**src/rtl/stx_pkg.sv**
```systemverilog
package stx_pkg;

  localparam int COORD_W     = 12;
  localparam int DIM_REG_W   = 13;
  localparam int STEP_W      = 10;
  localparam int CFG_DATA_W  = 13;
  localparam int CFG_INDEX_W = 2;
  localparam int PIXEL_W     = 8;

  localparam int SCALE_DEF   = 12;
  localparam int MAX_DIM_DEF = 4096;

  localparam int GLYPH_COUNT = 9;
  localparam int GLYPH_ROWS  = 7;
  localparam int GLYPH_COLS  = 5;

  localparam logic [DIM_REG_W-1:0] WIDTH_RST  = 13'd1920;
  localparam logic [DIM_REG_W-1:0] HEIGHT_RST = 13'd1080;
  localparam logic [STEP_W-1:0]    STEP_RST   = 10'd8;

  localparam logic [PIXEL_W-1:0] PIXEL_ON  = 8'd255;
  localparam logic [PIXEL_W-1:0] PIXEL_OFF = 8'd0;

  typedef enum logic [CFG_INDEX_W-1:0] {
    REG_FRAME_WIDTH  = 2'd0,
    REG_FRAME_HEIGHT = 2'd1,
    REG_SCROLL_STEP  = 2'd2
  } reg_index_t;

  typedef struct packed {
    logic [DIM_REG_W-1:0] frame_width;
    logic [DIM_REG_W-1:0] frame_height;
    logic [STEP_W-1:0]    scroll_step;
  } cfg_t;

  // 5x7 rows per glyph, top row first, bit 4 is the leftmost column
  localparam logic [GLYPH_COLS-1:0] GLYPH_ROM [GLYPH_COUNT][GLYPH_ROWS] = '{
    '{5'h0E, 5'h10, 5'h1C, 5'h02, 5'h02, 5'h12, 5'h0C},
    '{5'h1F, 5'h04, 5'h04, 5'h04, 5'h04, 5'h04, 5'h04},
    '{5'h1F, 5'h04, 5'h04, 5'h04, 5'h04, 5'h04, 5'h1F},
    '{5'h11, 5'h1B, 5'h15, 5'h15, 5'h11, 5'h11, 5'h11},
    '{5'h00, 5'h0E, 5'h10, 5'h0C, 5'h02, 5'h1C, 5'h00},
    '{5'h00, 5'h0E, 5'h10, 5'h10, 5'h10, 5'h0E, 5'h00},
    '{5'h00, 5'h0E, 5'h11, 5'h11, 5'h11, 5'h0E, 5'h00},
    '{5'h00, 5'h1E, 5'h11, 5'h11, 5'h1E, 5'h10, 5'h10},
    '{5'h00, 5'h0E, 5'h11, 5'h1F, 5'h10, 5'h0E, 5'h00}
  };

endpackage

```
**src/rtl/stx_in_if.sv**
```systemverilog
interface stx_in_if;
  logic                        valid;
  logic                        ready;
  logic [stx_pkg::COORD_W-1:0] column;
  logic [stx_pkg::COORD_W-1:0] buffer_row;
  logic                        frame_end;

  modport source (output valid, output column, output buffer_row, output frame_end,
                  input ready);
  modport sink (input valid, input column, input buffer_row, input frame_end,
                output ready);
endinterface

```
**src/rtl/stx_out_if.sv**
```systemverilog
interface stx_out_if;
  logic                        valid;
  logic                        ready;
  logic [stx_pkg::PIXEL_W-1:0] pixel_value;

  modport source (output valid, output pixel_value, input ready);
  modport sink (input valid, input pixel_value, output ready);
endinterface

```
**src/rtl/stx_cfg_regs.sv**
```systemverilog
module stx_cfg_regs (
  input  logic                           clk,
  input  logic                           rst_n,
  input  logic                           cfg_we,
  input  logic [stx_pkg::CFG_INDEX_W-1:0] cfg_index,
  input  logic [stx_pkg::CFG_DATA_W-1:0]  cfg_wdata,
  output stx_pkg::cfg_t                   cfg
);

  stx_pkg::cfg_t cfg_r;
  stx_pkg::cfg_t cfg_nxt;

  always_comb begin
    cfg_nxt = cfg_r;
    if (cfg_we) begin
      unique case (cfg_index)
        stx_pkg::REG_FRAME_WIDTH:  cfg_nxt.frame_width  = cfg_wdata;
        stx_pkg::REG_FRAME_HEIGHT: cfg_nxt.frame_height = cfg_wdata;
        stx_pkg::REG_SCROLL_STEP:  cfg_nxt.scroll_step  = cfg_wdata[stx_pkg::STEP_W-1:0];
        default:                   cfg_nxt = cfg_r;
      endcase
    end
  end

  always_ff @(posedge clk) begin
    if (!rst_n) begin
      cfg_r.frame_width  <= stx_pkg::WIDTH_RST;
      cfg_r.frame_height <= stx_pkg::HEIGHT_RST;
      cfg_r.scroll_step  <= stx_pkg::STEP_RST;
    end else begin
      cfg_r <= cfg_nxt;
    end
  end

  assign cfg = cfg_r;

endmodule

```
**src/rtl/stx_scroll.sv**
```systemverilog
module stx_scroll #(
  parameter int SCALE   = stx_pkg::SCALE_DEF,
  parameter int MAX_DIM = stx_pkg::MAX_DIM_DEF,
  localparam int OFS_W  = $clog2(MAX_DIM + 1024) + 1
) (
  input  logic                    clk,
  input  logic                    rst_n,
  input  logic                    advance,
  input  stx_pkg::cfg_t           cfg,
  output logic signed [OFS_W-1:0] offset
);

  localparam int TEXT_W = stx_pkg::GLYPH_COUNT * 6 * SCALE - SCALE;
  localparam int AW     = (OFS_W + 2 > 15) ? OFS_W + 2 : 15;

  logic signed [OFS_W-1:0] offset_r;
  logic signed [OFS_W-1:0] offset_nxt;
  logic signed [AW-1:0]    fw;
  logic signed [AW-1:0]    w;
  logic signed [AW-1:0]    sum;

  always_comb begin
    fw  = $signed(AW'(cfg.frame_width));
    w   = (fw > AW'(MAX_DIM)) ? AW'(MAX_DIM) : fw;
    sum = AW'(offset_r) + $signed(AW'(cfg.scroll_step));
    offset_nxt = offset_r;
    if (advance) begin
      // wrap to just left of the frame once past the right edge
      if (sum > w) begin
        offset_nxt = OFS_W'(-TEXT_W);
      end else begin
        offset_nxt = sum[OFS_W-1:0];
      end
    end
  end

  always_ff @(posedge clk) begin
    if (!rst_n) begin
      offset_r <= '0;
    end else begin
      offset_r <= offset_nxt;
    end
  end

  assign offset = offset_r;

endmodule

```
**src/rtl/stx_pixel_core.sv**
```systemverilog
module stx_pixel_core #(
  parameter int SCALE   = stx_pkg::SCALE_DEF,
  parameter int MAX_DIM = stx_pkg::MAX_DIM_DEF,
  localparam int OFS_W  = $clog2(MAX_DIM + 1024) + 1
) (
  input  logic [stx_pkg::COORD_W-1:0] column,
  input  logic [stx_pkg::COORD_W-1:0] buffer_row,
  input  stx_pkg::cfg_t               cfg,
  input  logic signed [OFS_W-1:0]     offset,
  output logic                        lit
);

  localparam int CELL_PITCH = 6 * SCALE;
  localparam int TEXT_W     = stx_pkg::GLYPH_COUNT * CELL_PITCH - SCALE;
  localparam int TEXT_H     = stx_pkg::GLYPH_ROWS * SCALE;
  localparam int AW         = (OFS_W + 2 > 15) ? OFS_W + 2 : 15;
  localparam int DXW        = $clog2(TEXT_W);
  localparam int DYW        = $clog2(TEXT_H);

  logic signed [AW-1:0] fw, fh, w, h, col, row;
  logic signed [AW-1:0] line, d, d_adj, top, dy, dx;
  logic                 in_frame, dy_ok, dx_ok, gap;
  logic [DXW-1:0]       dxu, cell_x;
  logic [DYW-1:0]       dyu;
  logic [3:0]           glyph;
  logic [2:0]           gy;
  logic [2:0]           gx;
  logic [stx_pkg::GLYPH_COLS-1:0] bits;

  always_comb begin
    fw  = $signed(AW'(cfg.frame_width));
    fh  = $signed(AW'(cfg.frame_height));
    w   = (fw > AW'(MAX_DIM)) ? AW'(MAX_DIM) : fw;
    h   = (fh > AW'(MAX_DIM)) ? AW'(MAX_DIM) : fh;
    col = $signed(AW'(column));
    row = $signed(AW'(buffer_row));
    in_frame = (col < w) && (row < h);

    // rows are stored bottom-up
    line  = h - AW'(1) - row;
    d     = h - AW'(TEXT_H);
    // halve with truncation toward zero
    d_adj = d + $signed({{(AW-1){1'b0}}, d[AW-1]});
    top   = d_adj >>> 1;
    dy    = line - top;
    dy_ok = !dy[AW-1] && (dy < AW'(TEXT_H));

    dx    = col - AW'(offset);
    dx_ok = !dx[AW-1] && (dx < AW'(TEXT_W));

    dxu = dx[DXW-1:0];
    dyu = dy[DYW-1:0];

    glyph = 4'd0;
    for (int k = 1; k < stx_pkg::GLYPH_COUNT; k++) begin
      if (dxu >= DXW'(k * CELL_PITCH)) begin
        glyph = 4'(k);
      end
    end
    cell_x = dxu - DXW'(glyph * CELL_PITCH);
    gap    = cell_x >= DXW'(stx_pkg::GLYPH_COLS * SCALE);

    gx = 3'd0;
    for (int k = 1; k < stx_pkg::GLYPH_COLS; k++) begin
      if (cell_x >= DXW'(k * SCALE)) begin
        gx = 3'(k);
      end
    end

    gy = 3'd0;
    for (int k = 1; k < stx_pkg::GLYPH_ROWS; k++) begin
      if (dyu >= DYW'(k * SCALE)) begin
        gy = 3'(k);
      end
    end

    bits = stx_pkg::GLYPH_ROM[glyph][gy];
    lit  = in_frame && dy_ok && dx_ok && !gap && bits[3'd4 - gx];
  end

endmodule

```
**src/rtl/scrolling_text_pixel_generator.sv**
```systemverilog
// pipeline: an accepted transaction is held in the input register, then its result in the result register
// throughput: one transaction per cycle when out_ch.ready does not stall, set by the input
//   register and the result register around a single pass of coordinate and font lookup logic
// reset: synchronous active-low rst_n clears the pipeline valids and scroll offset
//   and loads the default frame size and scroll step
module scrolling_text_pixel_generator #(
  parameter int SCALE   = stx_pkg::SCALE_DEF,
  parameter int MAX_DIM = stx_pkg::MAX_DIM_DEF
) (
  input  logic                            clk,
  input  logic                            rst_n,
  stx_in_if.sink                          in_ch,
  stx_out_if.source                       out_ch,
  input  logic                            cfg_we,
  input  logic [stx_pkg::CFG_INDEX_W-1:0] cfg_index,
  input  logic [stx_pkg::CFG_DATA_W-1:0]  cfg_wdata
);

  localparam int OFS_W = $clog2(MAX_DIM + 1024) + 1;

  stx_pkg::cfg_t           cfg;
  logic signed [OFS_W-1:0] offset;
  logic                    lit;

  logic                        s1_valid_r, s1_valid_nxt;
  logic [stx_pkg::COORD_W-1:0] s1_col_r;
  logic [stx_pkg::COORD_W-1:0] s1_row_r;
  logic                        s1_end_r;
  logic                        out_valid_r, out_valid_nxt;
  logic [stx_pkg::PIXEL_W-1:0] out_pixel_r;
  logic                        s1_move;
  logic                        in_take;

  assign s1_move     = s1_valid_r && (!out_valid_r || out_ch.ready);
  assign in_ch.ready = !s1_valid_r || s1_move;
  assign in_take     = in_ch.valid && in_ch.ready;

  always_comb begin
    s1_valid_nxt  = in_take || (s1_valid_r && !s1_move);
    out_valid_nxt = s1_move || (out_valid_r && !out_ch.ready);
  end

  always_ff @(posedge clk) begin
    if (!rst_n) begin
      s1_valid_r  <= 1'b0;
      out_valid_r <= 1'b0;
    end else begin
      s1_valid_r  <= s1_valid_nxt;
      out_valid_r <= out_valid_nxt;
    end
  end

  always_ff @(posedge clk) begin
    if (in_take) begin
      s1_col_r <= in_ch.column;
      s1_row_r <= in_ch.buffer_row;
      s1_end_r <= in_ch.frame_end;
    end
    if (s1_move) begin
      out_pixel_r <= lit ? stx_pkg::PIXEL_ON : stx_pkg::PIXEL_OFF;
    end
  end

  assign out_ch.valid       = out_valid_r;
  assign out_ch.pixel_value = out_pixel_r;

  stx_cfg_regs u_cfg (
    .clk       (clk),
    .rst_n     (rst_n),
    .cfg_we    (cfg_we),
    .cfg_index (cfg_index),
    .cfg_wdata (cfg_wdata),
    .cfg       (cfg)
  );

  stx_scroll #(
    .SCALE   (SCALE),
    .MAX_DIM (MAX_DIM)
  ) u_scroll (
    .clk     (clk),
    .rst_n   (rst_n),
    .advance (s1_move && s1_end_r),
    .cfg     (cfg),
    .offset  (offset)
  );

  stx_pixel_core #(
    .SCALE   (SCALE),
    .MAX_DIM (MAX_DIM)
  ) u_core (
    .column     (s1_col_r),
    .buffer_row (s1_row_r),
    .cfg        (cfg),
    .offset     (offset),
    .lit        (lit)
  );

endmodule
```
**src/flat_wrapper.sv**
```systemverilog
// flat-port wrapper written by rule: the top's interface ports become plain ports
module scrolling_text_pixel_generator_flat 
#(
  parameter int SCALE   = stx_pkg::SCALE_DEF,
  parameter int MAX_DIM = stx_pkg::MAX_DIM_DEF
)
  (clk, rst_n, cfg_we, cfg_index, cfg_wdata, in_ch_valid, in_ch_column, in_ch_buffer_row, in_ch_frame_end, in_ch_ready, out_ch_valid, out_ch_pixel_value, out_ch_ready);
  stx_in_if in_ch_i ();
  stx_out_if out_ch_i ();
  input  logic clk;
  input  logic rst_n;
  input  logic cfg_we;
  input  logic [stx_pkg::CFG_INDEX_W-1:0] cfg_index;
  input  logic [stx_pkg::CFG_DATA_W-1:0] cfg_wdata;
  input wire logic [$bits(in_ch_i.valid)-1:0] in_ch_valid;
  input wire logic [$bits(in_ch_i.column)-1:0] in_ch_column;
  input wire logic [$bits(in_ch_i.buffer_row)-1:0] in_ch_buffer_row;
  input wire logic [$bits(in_ch_i.frame_end)-1:0] in_ch_frame_end;
  output wire logic [$bits(in_ch_i.ready)-1:0] in_ch_ready;
  output wire logic [$bits(out_ch_i.valid)-1:0] out_ch_valid;
  output wire logic [$bits(out_ch_i.pixel_value)-1:0] out_ch_pixel_value;
  input wire logic [$bits(out_ch_i.ready)-1:0] out_ch_ready;
  assign in_ch_i.valid = in_ch_valid;
  assign in_ch_i.column = in_ch_column;
  assign in_ch_i.buffer_row = in_ch_buffer_row;
  assign in_ch_i.frame_end = in_ch_frame_end;
  assign in_ch_ready = in_ch_i.ready;
  assign out_ch_valid = out_ch_i.valid;
  assign out_ch_pixel_value = out_ch_i.pixel_value;
  assign out_ch_i.ready = out_ch_ready;
  scrolling_text_pixel_generator #(.SCALE(SCALE), .MAX_DIM(MAX_DIM)) u_core (.clk(clk), .rst_n(rst_n), .in_ch(in_ch_i), .out_ch(out_ch_i), .cfg_we(cfg_we), .cfg_index(cfg_index), .cfg_wdata(cfg_wdata));
endmodule
```
**config.mk**
```make
export PLATFORM = sky130hd
export DESIGN_NAME = scrolling_text_pixel_generator_flat
export DESIGN_NICKNAME = d
export VERILOG_FILES = /design/src/rtl/stx_pkg.sv /design/src/rtl/stx_in_if.sv /design/src/rtl/stx_out_if.sv /design/src/rtl/stx_cfg_regs.sv /design/src/rtl/stx_scroll.sv /design/src/rtl/stx_pixel_core.sv /design/src/rtl/scrolling_text_pixel_generator.sv /design/src/flat_wrapper.sv
export SDC_FILE = /design/constraint.sdc
export NUM_CORES = 1
export LEC_CHECK = 0
export ABC_AREA = 1
export BUFFER_PORTS_ARGS = -buffer_cell sky130_fd_sc_hd__buf_4
export CORE_MARGIN = 1.5
export CORE_UTILIZATION = 35
export DETAILED_ROUTE_END_ITERATION = 6
export PLACE_DENSITY_LB_ADDON = 0.08
export SLEW_MARGIN = 20
export SYNTH_ARGS = -nofsm -noshare
export SYNTH_HDL_FRONTEND = slang
export SYNTH_SLANG_ARGS = --single-unit
```
**constraint.sdc**
```tcl
create_clock -name clk -period 5.9 [get_ports clk]
set_input_delay 0.59 -clock clk [delete_from_list [all_inputs] [get_ports clk]]
set_output_delay 0.59 -clock clk [all_outputs]
set_load 0.02 [all_outputs]
```
; ---- Yosys cells after proc, flatten, opt, wreduce, memory -nomap -nowiden
; Memories as Yosys holds them, arrays and structs flattened.
; Cells that the tools add are included.
[word_totals]
reg_bits = 85
latchBits = 0
ramBits = 0
romBits = 560
in_bits = 45
output_inout_bits = 10
wordCells = 110
n_memories = 1
[op_classes]
addsub = 9
multipliers = 1
n_div = 0
magnitude_cmp = 29
eq_ne = 2
shifts = 0
mux = 29
bitwise_logic = 2
n_reduce_logical = 27
[mem_list]
columns = name, words, word_bits, rd, rd_ports_with_merged_regs, write_ports, line
row1 = (name not given), 16, 35, 1, 0, 0, stx_pixel_core.sv:77  ; bits = stx_pkg::GLYPH_ROM[glyph][gy];
[op_table]
columns = cell, n
row1 = 35-bit 2-to-1 mux, 2
row2 = "10-bit by 9-bit greater-or-equal comparator with 1-bit output, second input constant", 4
row3 = "10-bit by 6-bit greater-or-equal comparator with 1-bit output, second input constant", 3
row4 = "13-bit greater-than comparator, second input constant", 2
row5 = 13-bit 2-to-1 mux, 2
row6 = 3-bit 2-to-1 mux, 8
row7 = 4-bit 2-to-1 mux, 6
row8 = "7-bit by 6-bit greater-or-equal comparator with 1-bit output, second input constant", 3
row9 = "10-bit by 8-bit greater-or-equal comparator with 1-bit output, second input constant", 2
row10 = 13-bit by 16-bit < comparator with 1-bit output, 1
row11 = "16-bit by 8-bit < comparator with 1-bit output, second input constant", 1
row12 = 15-bit by 14-bit subtractor with 16-bit output, 1
row13 = 14-bit by 11-bit adder with 15-bit output, 1
row14 = 14-bit by 2-bit adder with 15-bit output, 1
row15 = 5-bit binary-select mux with 3-bit select, 1
row16 = 15-bit by 14-bit greater-than comparator with 1-bit output, 1
row17 = "15-bit by 11-bit < comparator with 1-bit output, second input constant", 1
row18 = 13-bit by 14-bit subtractor with 15-bit output, 1
row19 = 14-bit by 13-bit subtractor with 15-bit output, 1
row20 = 14-bit 2-to-1 mux, 1
row21 = "13-bit by 1-bit subtractor with 14-bit output, second input constant", 1
row22 = "13-bit by 7-bit subtractor with 14-bit output, second input constant", 1
row23 = 12-bit by 13-bit < comparator with 1-bit output, 1
row24 = 1-bit logical AND, 12
row25 = 26 further kinds, 41

; ---- Logic depth before layout (Yosys ltp)
[depth]
ltp_word = 22
ltp_mapped = 43
mapped_depth_nobuf = 43

; ---- Hierarchy
; Synthesis repeated with hierarchy kept, for this count alone.
[hier_totals]
cells_unflattened = 1290
hier_area_um2 = 8471.9
[by_module_without_submodules]
columns = module, instances, cells_each, area_per_inst_um2, seq_area_each_um2
row1 = stx_pixel_core, 1, 794, 4558.1, 0.0
row2 = stx_scroll, 1, 233, 1505.2, 280.3
row3 = stx_cfg_regs, 1, 216, 1473.9, 720.7
row4 = scrolling_text_pixel_generator, 1, 47, 934.6, 820.8

; ---- Worst setup path before layout
; OpenSTA, ideal clock, no wires.
[synth_path]
path_kind = reg2reg
startpoint = register u_core.u_cfg.cfg_r (netlist bit u_core.u_cfg.cfg[12])
endpoint = register u_core.out_pixel_r (netlist bit u_core.out_ch.pixel_value[6]), data pin
setup_ns = 0.249
arrival_time_ns = 4.678
required_time_ns = 5.651
slack_ns = 0.973
stages_incl_launch_ff = 37
n_path_buf = 2
period_less_slack_ns = 4.927
path_cell_list = dfxtp_1 -> inv_2 -> nand3_1 -> nor3_1 -> a21oi_2 -> buf_6 -> or2_2 -> clkbuf_1 -> ha_1 -> or2_2 -> nand2_1 -> nor3_2 -> xnor2_1 -> inv_1 -> fa_1 -> inv_1 -> ha_1 -> a21oi_1 -> nand3_1 -> nand2_1 -> nand2_2 -> inv_2 -> nand2_2 -> nand2_2 -> clkinv_2 -> nand2_2 -> nand2_4 -> clkinv_2 -> nand3_1 -> nand2_1 -> nand2_1 -> nand2_1 -> nand2_1 -> nand3_1 -> nand3_1 -> nand2_1 -> inv_1
[synth_via]
elab_chain_len = 20
elab_cells_between_ends = 35
cone_classes = add/sub: 5 / order compare: 9 / mux: 13 / bitwise: 1 / reduce/logical: 7
[synth_rtl]
columns = item, line
row1 = start: declaration, stx_cfg_regs.sv:10  ; stx_pkg::cfg_t cfg_r;
row2 = start signal: assignment, stx_cfg_regs.sv:31  ; cfg_r <= cfg_nxt;
row3 = 13-bit greater-than comparator, stx_pixel_core.sv:34  ; h = (fh > AW'(MAX_DIM)) ? AW'(MAX_DIM) : fh;
row4 = 13-bit 2-to-1 mux (*), stx_pixel_core.sv:34
row5 = 13-bit by 1-bit subtractor with 14-bit output / 13-bit by 7-bit subtractor with 14-bit output (equally long branches), "stx_pixel_core.sv:40, stx_pixel_core.sv:41"
row6 = 14-bit by 13-bit subtractor with 15-bit output / 14-bit by 2-bit adder with 15-bit output (equally long branches), "stx_pixel_core.sv:40, stx_pixel_core.sv:43"
row7 = 15-bit by 14-bit subtractor with 16-bit output, stx_pixel_core.sv:45  ; dy = line - top;
row8 = 7-bit by 4-bit greater-or-equal comparator with 1-bit output, stx_pixel_core.sv:72  ; if (dyu >= DYW'(k * SCALE)) begin
row9 = 1-bit 2-to-1 mux, stx_pixel_core.sv:72
row10 = 3-bit 2-to-1 mux (5 in series), stx_pixel_core.sv:72
row11 = 3-bit inverter with 4-bit output (implied by the code), stx_pixel_core.sv:77
row12 = 5-bit binary-select mux with 3-bit select, stx_pixel_core.sv:77
row13 = 5-bit 2-to-1 mux (implied by the code) (2 in series), stx_pixel_core.sv:77
row14 = 1-bit binary-select mux with 3-bit select, stx_pixel_core.sv:78  ; lit = in_frame && dy_ok && dx_ok && !gap && bits[3'd4 - gx];
row15 = 1-bit 2-to-1 mux (implied by the code), stx_pixel_core.sv:78
row16 = 1-bit logical AND (*), stx_pixel_core.sv:78
row17 = named net u_core.lit, scrolling_text_pixel_generator.sv:23  ; logic lit;
row18 = 8-bit 2-to-1 mux (*), scrolling_text_pixel_generator.sv:60  ; out_pixel_r <= lit ? stx_pkg::PIXEL_ON : stx_pkg::PIXEL_OFF;
row19 = end signal: assignment, scrolling_text_pixel_generator.sv:60
row20 = end: declaration, scrolling_text_pixel_generator.sv:30  ; logic [stx_pkg::PIXEL_W-1:0] out_pixel_r;
; The timed path passes the listed nets; every way through them passes the cells marked *. The select of a mux whose other input is x is not followed.
; A chain may end at the register's enable or synchronous reset.

; ---- Final worst setup path
[layout_path]
startpoint = register u_core.s1_col_r[0] (netlist bit)
endpoint = register u_core.out_pixel_r (netlist bit u_core.out_ch.pixel_value[6]), data pin
[layout_via]
elab_chain_len = 22
elab_cells_between_ends = 49
cone_classes = add/sub: 3 / mul: 1 / order compare: 15 / mux: 20 / bitwise: 1 / reduce/logical: 8 / memory: 1
[layout_rtl]
columns = item, line
row1 = start: declaration, scrolling_text_pixel_generator.sv:26  ; logic [stx_pkg::COORD_W-1:0] s1_col_r;
row2 = start signal: assignment, scrolling_text_pixel_generator.sv:55  ; s1_col_r <= in_ch.column;
row3 = 13-bit by 14-bit subtractor with 15-bit output, stx_pixel_core.sv:48  ; dx = col - AW'(offset);
row4 = 10-bit by 7-bit greater-or-equal comparator with 1-bit output, stx_pixel_core.sv:56  ; if (dxu >= DXW'(k * CELL_PITCH)) begin
row5 = 1-bit 2-to-1 mux, stx_pixel_core.sv:56
row6 = 2-bit 2-to-1 mux, stx_pixel_core.sv:56
row7 = 4-bit 2-to-1 mux (6 in series), stx_pixel_core.sv:56
row8 = 4-bit by 4-bit multiplier with 7-bit output, stx_pixel_core.sv:60  ; cell_x = dxu - DXW'(glyph * CELL_PITCH);
row9 = 10-bit subtractor, stx_pixel_core.sv:60
row10 = 10-bit by 4-bit greater-or-equal comparator with 1-bit output, stx_pixel_core.sv:65  ; if (cell_x >= DXW'(k * SCALE)) begin
row11 = 1-bit 2-to-1 mux, stx_pixel_core.sv:65
row12 = 3-bit 2-to-1 mux (3 in series), stx_pixel_core.sv:65
row13 = 3-bit subtractor, stx_pixel_core.sv:78
row14 = 1-bit binary-select mux with 3-bit select, stx_pixel_core.sv:78
row15 = 1-bit 2-to-1 mux (implied by the code), stx_pixel_core.sv:78
row16 = 1-bit logical AND (*), stx_pixel_core.sv:78
row17 = named net u_core.lit, scrolling_text_pixel_generator.sv:23
row18 = 8-bit 2-to-1 mux (*), scrolling_text_pixel_generator.sv:60
; Marked as above.

==> metrics.md <==
| Metric | Value |
|---|---|
| Max-Cap Viols | 0 |
| First DRT Iteration DRCs | ~340 |
| Layout area overhead | 13.3% |
| Min cycle time layout | between 5 and 6 ns |
| Post-synth ARST share | 0% |
| Synth Area in XOR/XNOR | about 4.8% |
| Via count | just under 7,000 |
| Final setup TNS | 0 ns |
| DP Area | around 0.0083 mm2 |
| Critical path type | register to register |
| Yosys top cell by area | ha_1 |
| Mapped Area | between 0.007 and 0.008 mm2 |
| DR pass1 iterations | 7 |
| Worst vdd ir | about 0.00023 V |
| Worst-margin pin slew | just under 0.9 ns |
| H-tree depth | 3 |
| Crit path launch type | register |
| Count of final setup violators | 0 |
| Top cells by area, synth | ha_1 (14%), dfxtp_1 (14%), nand2_1 (12%) |
| Pin count of the biggest net entering global routing | 45 |
| DR WL/cell | between 10 and 15 um |
| DRC Markers | 0 |
| Relative slew margins | 41.7% |
| CTS tree | done |
| Commonest cells post-synth | nand2_1 (236), inv_1 (183), nor2_1 (110), a21oi_1 (89), ha_1 (88) |
| Yosys cell types | 45 |
| Core Region | between 0.02 and 0.025 mm2 |
| Setup slack, reg-to-reg | 0.60 ns |
| Die ar. | around 0.023 mm2 |
| Max Root-Sink Buffers | 2 |
| Final ANT Viol Nets | 0 |
| Mapped Avg Cell Area | roughly 6.8 um2 |
| Max Freq | around 190 MHz |
| I/O Buffers | 54 |
| Total grt overflow | 0 |
| First-pass GRT wire length | 32.7 mm |
| Vias in the first global route | about 6,500 |
| IO Count | 55 |
| Synthesized netlist cell count | roughly 1,100 |
| Power Dens Cells | between 300 and 400 mW/mm2 |
| Total GRT Usage | between 10% and 20% |
| Slowest CP cell | fa_1 |
| Initial Util | between 30% and 40% |
| Vias/cell | 4.76 |
| Top FF cell, synth | dfxtp_1 |
| Register area share after synthesis | about a quarter |
| Sink Count | 78 |
| CP Capture Type | register |
| Compound-gate portion of the synthesized area | a little over an eighth |
| CTS buffer count | 9 |
| WL final | just under 20 mm |
| #FFs+latches synth | 78 |
| Worst Skew | between 0.01 and 0.015 ns |
| Final Cell Area | roughly 0.0087 mm2 |
| DIE WIDTH | 151 um |
| CP dominant cell by count | inv_1 |
| Final Hold Vio Count | 0 |
| Fin crit share | 89.8% |
| Layout cells sized above 1 | a little over a tenth |
| Die Ht | roughly 150 um |
| Simple-Gate Fraction of Synth Area | 28.5% |
| Antenna diode count | 0 |
| Initial antenna violation count | 0 |
| Yosys top cell area share | between 10 and 15% |
| Fin nets | about 1,300 |
| Synth warnings | 0 |
| Row Count | 53 |
| CTS root buf | clkbuf_16 |
| Hold Crit Class | input port to register |
| Routability cong. | roughly 0.87 |
| Critical path peak fanout | 5 |
| Synth Area in Adders | 18.4% |
| LEAKAGE | ~4.3 nW |
| Pins Over Slew Limit | 0 |
| Mux cell area share after synthesis | 0% |
| Required time of the worst setup path | 6.02 ns |
| EDFF count, synth | 26 |
| DP HPWL | about 16 mm |
| Outcome | finished, final reports clean |
| Slowest stage delay, CP | 0.45 ns |
| Worst-path clk slew | approximately 0.08 ns |
| Most frequent cell after synthesis | nand2_1 |
| Syn nets | ~1,300 |
| CP Data Arrival Time | 5.42 ns |
| Later-pin clock latency in the skew report | between 0.3 and 0.4 ns |
| Main combinational cell family by area after synthesis | simple AND/OR/NAND/NOR gates |
[layer usage]
metal / wire length [um] / track usage (%) / share of wire [%]
met5: 0 / 0 / 0
met4: 176 / 4.13 / 0.89
met3: 608 / 2.73 / 3.1
met2: 8320 / 28.2 / 42
met1: 10700 / 27.1 / 54
[kinds of logic (layout without fill, tap and decap cells)]
kind of cell | after synthesis | after routing
AND/OR/NAND/NOR | 502 | 502
buffers and inverters | 218 | 270
AO/OA/AOI/OAI | 182 | 182
adder cells (fa/ha/maj) | 103 | 103
flip-flops | 78 | 78
XOR/XNOR | 42 | 42
[metrics by stage]
| stage | power (mW) | hold WS, ns | instances | utilization [%] | setup slack, ns |
|---|---|---|---|---|---|
| 2_1_floorplan | 1.94 | 0.444 | 1125 | - | 0.973 |
| 3_3_place_gp | 2.27 | 0.463 | 1432 | 38.9 | 0.252 |
| 3_5_place_dp | 2.25 | 0.467 | 1432 | 38.9 | 0.270 |
| 4_1_cts | 2.83 | 0.398 | 1448 | 40.3 | 0.257 |
| 5_1_grt | 3.11 | 0.391 | 1452 | 40.8 | -0.0480 |
| 6_report | 2.83 | 0.406 | 1452 | 40.8 | 0.601 |
[registers in the layout, summed over array words and instances (netlist names)]
| signal | count |
|---|---|
| u_core.out_ch.pixel_value | 1 |
| u_core.out_ch.valid | 1 |
| u_core.u_cfg.cfg | 36 |
| u_core.u_scroll.offset | 14 |
| u_core.s1_col_r | 12 |
| u_core.s1_row_r | 12 |
| u_core.s1_end_r | 1 |
| u_core.s1_valid_r | 1 |
[final timing paths]
check,start,end,depth (start not counted)
worst min register to register,u_core.s1_valid_r,u_core.out_ch.valid,2
worst min-delay path,in_ch_column[1],u_core.s1_col_r[1],1
worst max-delay path,u_core.s1_col_r[0],u_core.out_ch.pixel_value[6],40
worst max register to register,u_core.s1_col_r[0],u_core.out_ch.pixel_value[6],40
[cells in the final DEF, fill, tap and decap left out, drive strengths merged, types with 8 or more instances in the layout]
cell and n:
a21oi 91, buf 60, clkbuf 9, dfxtp 52, edfxtp 26, fa 15, ha 88, inv 195
nand2 254, nand3 85, nand4 19, nor2 114, nor3 19, o211ai 8, o21ai 64, xnor2 9
xor2 33
[power by group]
part	internal [mW]	total, mW	switching [mW]	leakage (nW)
sequential	0.584	0.608	0.0241	0.679
clock	0.299	0.564	0.265	0.144
combinational	0.588	1.66	1.07	3.45
[critical path: cells and delay by family, from the launching register on]
kind	cells	cell delay (ns)
buf+inv	10	0.86
flops	1	0.36
compound gates	6	0.67
simple gates	19	1.66
fa+ha+maj	5	1.50
[area by class of cell]
cell class	instances	area [um2]
clock inverter	7	72.6
clock buffer	9	225
timing repair buffer	60	450
fill	2285	12600
tap	275	344
multi-input combinational	829	5010
sequential	78	1820
inverter	194	731
[timing repair]
action,4_1_cts,5_1_grt
setup endpoints to repair,0,1
hold buffers,0,0
buffers inserted,0,4
gates resized for setup,0,17
(Power assumes the default switching activity.)
